$ cat src/rtl/bpa_pkg.sv
package bpa_pkg;

	localparam int PAGE_BITS = 12;
	localparam int TOP_ORDER = 10;
	localparam int MAX_PAGES = 1024;

	localparam int NLISTS    = TOP_ORDER + 1;
	localparam int IDX_W     = $clog2(MAX_PAGES + 1);
	localparam int PG_W      = $clog2(MAX_PAGES);
	localparam int ORD_W     = 4;
	localparam int CUR_W     = $clog2(TOP_ORDER + 2);
	localparam int LW        = $clog2(NLISTS);
	localparam int STEPS_W   = $clog2(MAX_PAGES + 2);
	localparam int WORD_W    = IDX_W + ORD_W + 1;

	// undo log: one entry for the initial mark plus three per merge level
	localparam int LOG_DEPTH = 3 * TOP_ORDER + 1;
	localparam int LOG_AW    = $clog2(LOG_DEPTH);
	localparam int LOG_CW    = $clog2(LOG_DEPTH + 1);
	localparam int LOG_W     = PG_W + WORD_W;

	localparam logic [IDX_W-1:0] NIL   = IDX_W'(MAX_PAGES);
	localparam logic [32:0]      PMASK = 33'((64'd1 << PAGE_BITS) - 64'd1);

	localparam logic [2:0] K_ORD   = 3'd0;
	localparam logic [2:0] K_BYTES = 3'd1;
	localparam logic [2:0] K_PAGES = 3'd2;
	localparam logic [2:0] K_FREE  = 3'd3;
	localparam logic [2:0] K_ADD   = 3'd4;

	localparam logic [3:0] ST_OK    = 4'd0;
	localparam logic [3:0] ST_NULL  = 4'd1;
	localparam logic [3:0] ST_BIG   = 4'd2;
	localparam logic [3:0] ST_EMPTY = 4'd3;
	localparam logic [3:0] ST_ALIGN = 4'd4;
	localparam logic [3:0] ST_RANGE = 4'd5;
	localparam logic [3:0] ST_DFREE = 4'd6;
	localparam logic [3:0] ST_BLK   = 4'd7;
	localparam logic [3:0] ST_SMALL = 4'd8;
	localparam logic [3:0] ST_WRAP  = 4'd9;

	localparam int STEP_W = 5;
	localparam logic [STEP_W-1:0] S_IDLE  = 5'd0;
	localparam logic [STEP_W-1:0] S_DEC   = 5'd1;
	localparam logic [STEP_W-1:0] S_SIZE  = 5'd2;
	localparam logic [STEP_W-1:0] S_SCAN  = 5'd3;
	localparam logic [STEP_W-1:0] S_POP   = 5'd4;
	localparam logic [STEP_W-1:0] S_SPLIT = 5'd5;
	localparam logic [STEP_W-1:0] S_FRD   = 5'd6;
	localparam logic [STEP_W-1:0] S_FLOOP = 5'd7;
	localparam logic [STEP_W-1:0] S_FBUD  = 5'd8;
	localparam logic [STEP_W-1:0] S_UCHK  = 5'd9;
	localparam logic [STEP_W-1:0] S_UNXT  = 5'd10;
	localparam logic [STEP_W-1:0] S_UPW   = 5'd11;
	localparam logic [STEP_W-1:0] S_UBW   = 5'd12;
	localparam logic [STEP_W-1:0] S_MRQ   = 5'd13;
	localparam logic [STEP_W-1:0] S_MWR   = 5'd14;
	localparam logic [STEP_W-1:0] S_PUSHR = 5'd15;
	localparam logic [STEP_W-1:0] S_PUSHW = 5'd16;
	localparam logic [STEP_W-1:0] S_RST   = 5'd17;
	localparam logic [STEP_W-1:0] S_RRD   = 5'd18;
	localparam logic [STEP_W-1:0] S_RWR   = 5'd19;
	localparam logic [STEP_W-1:0] S_SWEEP = 5'd20;
	localparam logic [STEP_W-1:0] S_GORD  = 5'd21;
	localparam logic [STEP_W-1:0] S_DONE  = 5'd22;

	typedef struct packed {
		logic [IDX_W-1:0] nxt;
		logic [ORD_W-1:0] ord;
		logic             fr;
	} word_t;

	typedef struct packed {
		logic [PG_W-1:0] a;
		word_t           w;
	} log_t;

	typedef struct packed {
		logic [STEP_W-1:0] step;
		logic              load;
	} cmd_t;

	typedef struct packed {
		logic dec_err;
		logic k_ord;
		logic k_size;
		logic k_free;
		logic k_add;
		logic size_over;
		logic size_fit;
		logic scan_over;
		logic scan_hit;
		logic split_more;
		logic fchk_err;
		logic floop_stop;
		logic fbud_stop;
		logic u_fail;
		logic u_hit;
		logic u_prev_nil;
		logic log_empty;
		logic sweep_last;
		logic g_end;
	} stat_t;

endpackage

$ cat src/rtl/bpa_ctrl.sv
module bpa_ctrl (
	input  logic           clk,
	input  logic           arst_n,
	input  logic           start,
	input  bpa_pkg::stat_t stat,
	output bpa_pkg::cmd_t  cmd,
	output logic           busy,
	output logic           done
);
	import bpa_pkg::*;

	logic [STEP_W-1:0] state_q;
	logic [STEP_W-1:0] state_d;

	assign busy     = (state_q != S_IDLE);
	assign done     = (state_q == S_DONE);
	assign cmd.step = state_q;
	assign cmd.load = start && (state_q == S_IDLE);

	always_comb begin
		state_d = state_q;
		unique case (state_q)
			S_IDLE:  if (start) state_d = S_DEC;
			S_DEC: begin
				priority if (stat.dec_err) state_d = S_DONE;
				else if (stat.k_ord)       state_d = S_SCAN;
				else if (stat.k_size)      state_d = S_SIZE;
				else if (stat.k_free)      state_d = S_FRD;
				else if (stat.k_add)       state_d = S_SWEEP;
				else                       state_d = S_DONE;
			end
			S_SIZE: begin
				priority if (stat.size_over) state_d = S_DONE;
				else if (stat.size_fit)      state_d = S_SCAN;
			end
			S_SCAN: begin
				priority if (stat.scan_over) state_d = S_DONE;
				else if (stat.scan_hit)      state_d = S_POP;
			end
			S_POP:   state_d = S_SPLIT;
			S_SPLIT: if (!stat.split_more) state_d = S_DONE;
			S_FRD:   state_d = stat.fchk_err ? S_DONE : S_FLOOP;
			S_FLOOP: state_d = stat.floop_stop ? S_PUSHR : S_FBUD;
			S_FBUD:  state_d = stat.fbud_stop ? S_PUSHR : S_UCHK;
			S_UCHK: begin
				priority if (stat.u_fail)             state_d = S_RST;
				else if (stat.u_hit && stat.u_prev_nil) state_d = S_UBW;
				else if (stat.u_hit)                  state_d = S_UPW;
				else                                  state_d = S_UNXT;
			end
			S_UNXT:  state_d = S_UCHK;
			S_UPW:   state_d = S_UBW;
			S_UBW:   state_d = S_MRQ;
			S_MRQ:   state_d = S_MWR;
			S_MWR:   state_d = S_FLOOP;
			S_PUSHR: state_d = S_PUSHW;
			S_PUSHW: state_d = S_DONE;
			S_RST:   state_d = stat.log_empty ? S_DONE : S_RRD;
			S_RRD:   state_d = S_RWR;
			S_RWR:   state_d = stat.log_empty ? S_DONE : S_RRD;
			S_SWEEP: if (stat.sweep_last) state_d = S_GORD;
			S_GORD:  if (stat.g_end) state_d = S_DONE;
			S_DONE:  state_d = S_IDLE;
			default: state_d = S_IDLE;
		endcase
	end

	always_ff @(posedge clk or negedge arst_n) begin
		if (!arst_n) begin
			state_q <= S_IDLE;
		end else begin
			state_q <= state_d;
		end
	end
endmodule

$ cat config.mk
export PLATFORM = sky130hd
export DESIGN_NAME = bpa_ctrl
export DESIGN_NICKNAME = d
export VERILOG_FILES = /design/src/rtl/bpa_pkg.sv /design/src/rtl/bpa_ctrl.sv
export SDC_FILE = /design/constraint.sdc
export NUM_CORES = 1
export LEC_CHECK = 0
export ABC_CLOCK_PERIOD_IN_PS = 1350
export BUFFER_PORTS_ARGS = -buffer_cell sky130_fd_sc_hd__buf_2
export CORE_ASPECT_RATIO = 0.8
export CORE_UTILIZATION = 33
export CTS_CLUSTER_SIZE = 30
export DETAILED_ROUTE_END_ITERATION = 10
export SLEW_MARGIN = 20
export SYNTH_ARGS = -nofsm -noshare
export SYNTH_HDL_FRONTEND = slang
export SYNTH_SLANG_ARGS = --single-unit
$ cat constraint.sdc
create_clock -name clk -period 1.35 [get_ports clk]
set_input_delay 0.2025 -clock clk [delete_from_list [all_inputs] [get_ports clk]]
set_output_delay 0.2025 -clock clk [all_outputs]
set_load 0.02 [all_outputs]
==> results of run 1 <==
## synthesized netlist by cell type, drive strengths merged, types with 5 or more instances
library cell and instances:
nor2 15, a21oi 12, buf 9, nor3 9
o21ai 9, nand2 8, dfrtp 5, inv 5
nand3 5, nand4 5, nor2b 5
## per-stage QoR
| step | hold WS [ns] | instances | setup WS [ns] |
|---|---|---|---|
| 3_3_place_gp | 0.0256 | 173 | -0.0395 |
| 6_report | 0.295 | 200 | -0.172 |
| 3_5_place_dp | 0.0280 | 173 | -0.0382 |
| 2_1_floorplan | -0.0931 | 109 | -0.00105 |
| 4_1_cts | 0.297 | 199 | -0.0627 |
| 5_1_grt | 0.301 | 200 | -0.160 |
## kinds of logic after synthesis
family                 count (synthesis)
AOI/OAI and AO/OA                     32
buffers and inverters                 14
DFF                                    5
muxes                                  2
and+or+nand+nor                       56
## path summary, 6_finish.rpt
path                       cells after the start  slack, ns          to
min in group clk                               4       0.32  state_q[4]
setup reg to reg                               6      -0.17  state_q[1]
hold reg to reg                                2       0.70  state_q[0]
max in group asynchronous                      2       0.90  state_q[1]
setup / recovery                               6      -0.17  state_q[1]
hold / removal                                 2       0.29  state_q[4]
## critical path, delay by kind of cell, from the launching register on
family | cells | cell delay (ns)
buffers and inverters | 1 | 0.14
AND/OR/NAND/NOR | 2 | 0.25
AO/OA/AOI/OAI | 3 | 0.57
flip-flops | 1 | 0.46
## cell type report
type                       count  area [um2]
multi-input combinational     90         648
fill                         134         592
timing repair buffer          72         548
sequential                     5         131
tap                           24        30.0
clock buffer                   4        26.3
inverter                       5        21.3
## power by group
group	switching [mW]	leakage [nW]	internal, mW
registers	0.172	0.0565	0.243
clock network	0.0805	0.0150	0.113
logic	1.50	0.580	1.56
total	1.75	0.652	1.92
## timing repair
action	in CTS	in global routing
pin swaps	13	11
hold buffers	1	0
setup buffers	23	2
endpoints found under the hold margin	5	0
setup endpoints to repair	7	10
gates resized for setup	27	19
## per-layer routing
metal,vias to the layer above,track usage (%),wire length (um),part of all wire (%)
li1,535,-,-,-
met1,540,35.3,1300,38
met5,-,0,0,0
met4,0,16.9,146,4.3
met2,98,46.5,1590,47
met3,23,7.22,367,11
==> metrics list, run 1 <==
- Biggest fanout along the worst timing path: 6
- Dividing the final minimum period by the clock period gives 113%.
- Violations in the final reports: negative setup slack
* Vias after detailed routing: about 1200
- Required time of the worst setup path: 1.51 ns
- During I/O placement, the number of pins put on the boundary was 30.
- The share of the Yosys chip area taken by registers is between 15 and 20%.
- Once detail routing completed, the nets flagged for antenna violations numbered 0.
- Count of mapped cells out of synthesis: ~110
* Static leakage: 0.652 nW
* Layout cells sized above 1: between 60% and 70%
- Of the post-synthesis cell area, the part taken by muxes is about 2.7%.
- Overall routed net length: ~3400 um
- Number of synthesis warnings: 0
- Starting utilization of the core area: a little under two fifths
- The die is 54.9 um wide.
* Worst Path Arrival: ~1.7 ns
- Synthesis inferred 5 register bits.
* Max H-tree Level: 1
* Net count of the mapped netlist: between 100 and 150
- The flow ran to the end, but the final reports show violations.
* Count of TritonRoute iterations in the first routing pass: 4
- Worst Setup Slack, final: -0.172 ns
* Max FFs per register: 5
* Drt via density: between 5 and 6
* Pwr Density: ~2600 nW/um2
- The floorplan has 14 rows.
- Last weighted congestion value of the routability-driven placer: between 0.8 and 0.9
* Endpoint type of the worst setup path: flop
- Drt initial violations: 53
* Synthesized-area fraction occupied by ao, oa, aoi and oai cells: a little over a quarter
- Type of the worst setup path: flop to flop
* Net count, final: about 200
- The synthesized netlist contains 33 unique library cells.
* Critical path's slowest cell: sky130_fd_sc_hd__dfrtp_2
* Post-synthesis share of cell area spent on full adders, half adders and majority gates: 0%
* WL per Instance: 17.1 um
* Placeable core area: roughly 2000 um2
* Most area-hungry cell type in the Yosys netlist: sky130_fd_sc_hd__dfrtp_1
- Highest-count cells in the layout ignoring fill and taps: sky130_fd_sc_hd__buf_4 (32), sky130_fd_sc_hd__buf_2 (24), sky130_fd_sc_hd__buf_6 (14), sky130_fd_sc_hd__a21oi_1 (11), sky130_fd_sc_hd__nor2_1 (10)
- Number of buffers created by CTS: 3
* Clk slew on worst S/H paths: ~0.050 ns
- Once layout is done, the placed cells without fillers occupy around 1400 um2.
* Highest clock rate: 657 MHz
- Most common cell after layout, fill and taps aside: sky130_fd_sc_hd__buf_4
- For this run, the total global-route usage over all layers was measured as 29.3%.
* Top flip-flop cell by instance count after synthesis: sky130_fd_sc_hd__dfrtp_1
* Global-route wire length before repair: about 5000 um
- The min-delay analysis places its worst path in the category primary input to async pin.
- Launching element type of the critical path: flop
- In the routed design, unresolved DRC markers number 0.
- The cell area that synthesis handed to floorplanning was 738 um2.
- Across the run, the number of max-cap violations was 0.
- Xor-xnor portion of the synthesized cell area: 0%
* Pin count of the biggest net entering global routing: 9
- Relative slew slack: between 70 and 80%
- Asr flop ratio synth: between 90% and 100%
- The largest registers in the layout are state_q (5).
- In this run, synthesis inferred 0 flip-flops with an integrated enable.
- The longest clock path from root to sink contains 2 buffers.
- Detailed placer's ending HPWL: just over 2000 um
- In this run the vertical extent of the chip is 44.3 um.
- From synthesis to final layout, the design area changed by 90.3%.
- Number of diodes: 0
- Final setup violation count: 7
- The number of failing hold endpoints at the final stage came to 0.
- Max-slew violations: 0
- A synthesized cell averages between 6 and 7 um2.
* Initial antenna violation count: 0
- Summed over all failing endpoints, the final setup total negative slack is -0.593 ns.
* Via count of the first global-routing pass: 1145
- After layout, the minimum clock period comes to around 1.5 ns.
- The largest single stage delay on the critical path is about 0.46 ns.
- More flip-flops sit in one register than any other, and that register is state_q.
* Cell area reported after detailed placement: 1040 um2
* Tot Pwr: ~3.7 mW
- Clk sinks: 5
* Critical-path cell list: nor2_4, buf_4, nand2_2, a41oi_1, o22ai_1, a31oi_1
- On the final layout, the worst clock skew is around 0.0039 ns.
- Source of the worst register-to-register timing path: state_q[4]
* Transition at the pin with the smallest max-transition slack: about 0.34 ns
- Share of the core filled with cells: 70.4%
- For this run the aggregate overflow at the end of global routing stands at 0.
* Largest family of logic cells by synthesized area: simple AND/OR/NAND/NOR gates
* Peak supply drop: between 0.0015 and 0.002 V
* Beginning of the critical path: state_q[4]
- Number of buffers added on ports: 29
- TritonCTS clock tree: built
- The later pin in the worst-skew pair is clocked with a latency of 0.26 ns.
- Post-Synth Simple-Gate Area: 41.9%
- The floorplan step defined a die boundary enclosing between 2000 and 2500 um2.
* Buffer cell driving the clock tree root: sky130_fd_sc_hd__clkbuf_4
* RSZ-0062 raised after global routing: yes
- Cells taking the most area after synthesis: sky130_fd_sc_hd__dfrtp_1 (17%), sky130_fd_sc_hd__a21oi_1 (8.1%), sky130_fd_sc_hd__nor2_1 (7.1%), sky130_fd_sc_hd__nor3_1 (6.1%), sky130_fd_sc_hd__o21ai_0 (4.7%)
- Top cell type's share of synthesized area: 16.9%
No activity file was read; power rests on OpenSTA's default activity.
==> run 2, diff against run 1 <==
--- a/config.mk
+++ b/config.mk
@@ -7,11 +7,13 @@
 export LEC_CHECK = 0
 export ABC_CLOCK_PERIOD_IN_PS = 1350
 export BUFFER_PORTS_ARGS = -buffer_cell sky130_fd_sc_hd__buf_2
+export CAP_MARGIN = 0
 export CORE_ASPECT_RATIO = 0.8
-export CORE_UTILIZATION = 33
+export CORE_UTILIZATION = 42
 export CTS_CLUSTER_SIZE = 30
 export DETAILED_ROUTE_END_ITERATION = 10
-export SLEW_MARGIN = 20
+export PLACE_DENSITY = 0.74
+export SLEW_MARGIN = 5
 export SYNTH_ARGS = -nofsm -noshare
 export SYNTH_HDL_FRONTEND = slang
 export SYNTH_SLANG_ARGS = --single-unit
==> run 2 against run 1 <==
Against the previous run:
- the flow still finishes with violations (negative setup slack)
- power decreased by 0.29%
- design area decreased by 1.2%
- sequential power shrank 2%
- setup slack better by 0.023 ns
- cell count decreased by 3.5%
- hold slack improved by 0.020 ns
- register-to-register slack better by 0.02 ns
- maximum frequency rose by 1.6%
- global-route usage increased by 2.1 points
- clock-buffer cell count is the same
- critical path type is now flop to primary output
- critical endpoint is now cmd[0]
- largest power group unchanged
==> metrics list, run 2 (same netlist as run 1, synthesis figures left out) <==
- Run status: finished with violations
* Violations in the final reports: negative setup slack
- Number of cell instances on the worst register-to-register path: 7 (+1)
- Clock insertion delay at the later pin of the skew report: 0.25 ns (about the same)
- The setup slack of the most critical reg-to-reg path was -0.15 ns (+0.02 ns).
- WL per Instance: 17.7 um (+4.0%)
- In this design, the critical path's most frequently occurring cell is sky130_fd_sc_hd__nor2_4.
- Peak supply drop: 0.00197 V (+27%)
- The detailed-placement wirelength estimate came to 1740 um (-16%).
- The final clock skew came to 0.0182 ns (+0.0143 ns).
- Max-slew violations: 0 (unchanged)
* Static leakage: 0.635 nW (-2.6%)
- Required time of the worst setup path: 1.15 ns (-0.36 ns)
- Filler cell count in the final layout: 93 (-31%)
- The post-CTS clock slew at the launch and capture registers of the worst setup and hold paths came to 0.06 ns (about the same).
- Highest cell delay on the worst timing path: 0.49 ns (+0.03 ns)
- The total routing resource utilization after global routing came to 31.4% (+2.1 points).
- Layout cells sized above 1: 64.3% (+2.4 points)
* Pin count of the biggest net entering global routing: 9 (unchanged)
* Type of the worst setup path: flop to primary output
* Maximum clock path buffer count: 2 (unchanged)
* Die width: 48.9 um (-11%)
* Launching element type of the critical path: flop
- The pin slew with the least headroom to its limit came to 0.378 ns (+0.0394 ns).
- The power density over the cells was 2640 nW/um2 (+0.97%).
- Net count, final: 194 (-2.5%)
- The final setup violation count came to 8 (+1).
- Highest clock rate: 667 MHz (+1.6%)
- In this run the critical register-to-register path is launched from state_q[2].
- The post-route antenna net violation count was 0 (unchanged).
* I/O pins: 30 (unchanged)
- The count of antenna diodes in the layout came to 0 (unchanged).
* Max-cap violations: 0 (unchanged)
- In this run the worst setup path begins at state_q[2].
* Initial antenna violation count: 0 (unchanged)
- The number of detailed-route iterations in the first pass came to 4 (unchanged).
- The total routed wirelength is 3420 um (+0.32%).
- Destination of the worst register-to-register timing path: state_q[4]
- RSZ-0062 raised after global routing: yes
- The vertical die dimension came to 39.5 um (-11%).
- Number of buffers created by CTS: 3 (unchanged)
* Global-route wire length before repair: 4420 um (-11%)
- The via density per instance is 6.00 (+0.33%).
* Remaining global-route overflow: 0 (unchanged)
- The setup total negative slack came to -0.982 ns (-0.390 ns).
- The initial cell density of the core was 44.9% (+8.0 points).
- P&R area growth vs syn: 88.0%
- The count of vias placed by the detailed router is 1158 (-3.2%).
- Die area: 1930 um2 (-21%)
- The DRC marker count from the first detailed-route iteration came to 74 (+40%).
* Biggest register: state_q
- The minimum period implied by the final worst setup slack was 1.50 ns (-0.0235 ns).
* Max FFs per register: 5 (unchanged)
* Relative slew slack: 74.6% (-2.7 points)
- The root buffer cell chosen for the clock tree is sky130_fd_sc_hd__clkbuf_4.
- Std cell rows: 13 (-1)
- Biggest fanout along the worst timing path: 6 (unchanged)
- Endpoint type of the worst setup path: primary output
- The final RePlAce weighted congestion was 0.919 (+8.0%).
- Hold crit path type: primary input to async pin
- Pre-CTS worst setup slack: -0.0712 ns (-0.0330 ns)
* TritonCTS clock tree: built
- Cell area reported after detailed placement: 986 um2 (-5.1%)
* Hold Fails Final Rpt: 0 (unchanged)
* Critical-path cell list: nor2_4, nand3_2, nor2_4, buf_6
- The number of global-route vias before repair was 1005 (-12%).
- The ratio of final minimum period to clock period came to 111% (-1.7 points).
* Clk sinks: 5 (unchanged)
- Area of all placed cells without fillers: 1390 um2 (-1.2%)
* Number of buffers added on ports: 29 (unchanged)
- The core area was 1640 um2 (-18%).
* Most common cell after layout, fill and taps aside: sky130_fd_sc_hd__buf_2
* Worst Path Arrival: 1.30 ns (-0.38 ns)
- DRC errors left: 0 (unchanged)
* Max H-tree Level: 1 (unchanged)
- Among all stages on the critical path, the largest delay is contributed by sky130_fd_sc_hd__dfrtp_2.
* Highest-count cells in the layout ignoring fill and taps: sky130_fd_sc_hd__buf_2 (27), sky130_fd_sc_hd__buf_4 (24), sky130_fd_sc_hd__buf_6 (15), sky130_fd_sc_hd__nor2_1 (11), sky130_fd_sc_hd__a21oi_1 (9)
* Worst Setup Slack, final: -0.149 ns (+0.0235 ns)
- The largest registers in the layout are state_q (5).
[run 2: cell count changes in the layout (fill, tap and decap cells not counted), sizes merged]
| cell | change |
|---|---|
| buf | -5 |
[run 2: per-layer routing]
layer  track usage, %  vias to the layer above  routed length (um)
li1                 -                      527                   -
met1             36.0                      536                1390
met2             59.7                       77                1630
met3             5.04                       18                 272
met4             13.2                        0                 130
met5                0                        -                   0
[run 2: power breakdown]
group | switching [mW] | total [mW] | internal [mW]
clock network | 0.0768 | 0.189 | 0.113
registers | 0.162 | 0.405 | 0.242
logic | 1.58 | 3.07 | 1.49
total | 1.81 | 3.66 | 1.84
[run 2: what timing repair did]
| action | CTS | global route |
|---|---|---|
| pin swaps | 15 | 15 |
| setup buffers | 19 | 3 |
| endpoints found under the setup margin | 7 | 8 |
| resized for setup | 24 | 29 |
| hold endpoints to repair | 5 | 0 |
| hold buffers | 1 | 0 |
[run 2: area by class of cell]
class | instances | area, um2 | share of cell area (%)
sequential | 5 | 131 | 9.47
clock buffer | 4 | 26.3 | 1.89
tap | 22 | 27.5 | 1.98
inverter | 5 | 18.8 | 1.35
timing repair buffer | 67 | 494 | 35.6
multi-input combinational | 90 | 689 | 49.7
[run 2: metrics by stage]
stage	instances	util (%)	power, mW	hold WS (ns)
5_1_grt	193	84.5	3.83	0.321
2_1_floorplan	109	-	1.69	-0.0931
4_1_cts	190	76.5	3.04	0.320
6_report	193	84.5	3.66	0.315
3_3_place_gp	166	60.0	2.15	0.0188
3_5_place_dp	166	60.0	2.19	0.0262
[run 2: how the worst max path moves through the flow]
| stage | to | slack (ns) | cells after the start |
|---|---|---|---|
| after detailed placement | state_q[1] | -0.07 | 5 |
| after global placement | state_q[4] | -0.03 | 5 |
| after global routing | state_q[0] | -0.22 | 7 |
| after CTS | cmd[0] | -0.07 | 5 |
| final | cmd[0] | -0.15 | 4 |
| after floorplan | cmd[0] | -0.001 | 4 |
[run 2: worst max-delay path: cells and delay by family, from the launching register on]
family        cells  cell delay [ns]
flops             1             0.49
simple gates      3             0.44
buf+inv           1             0.11
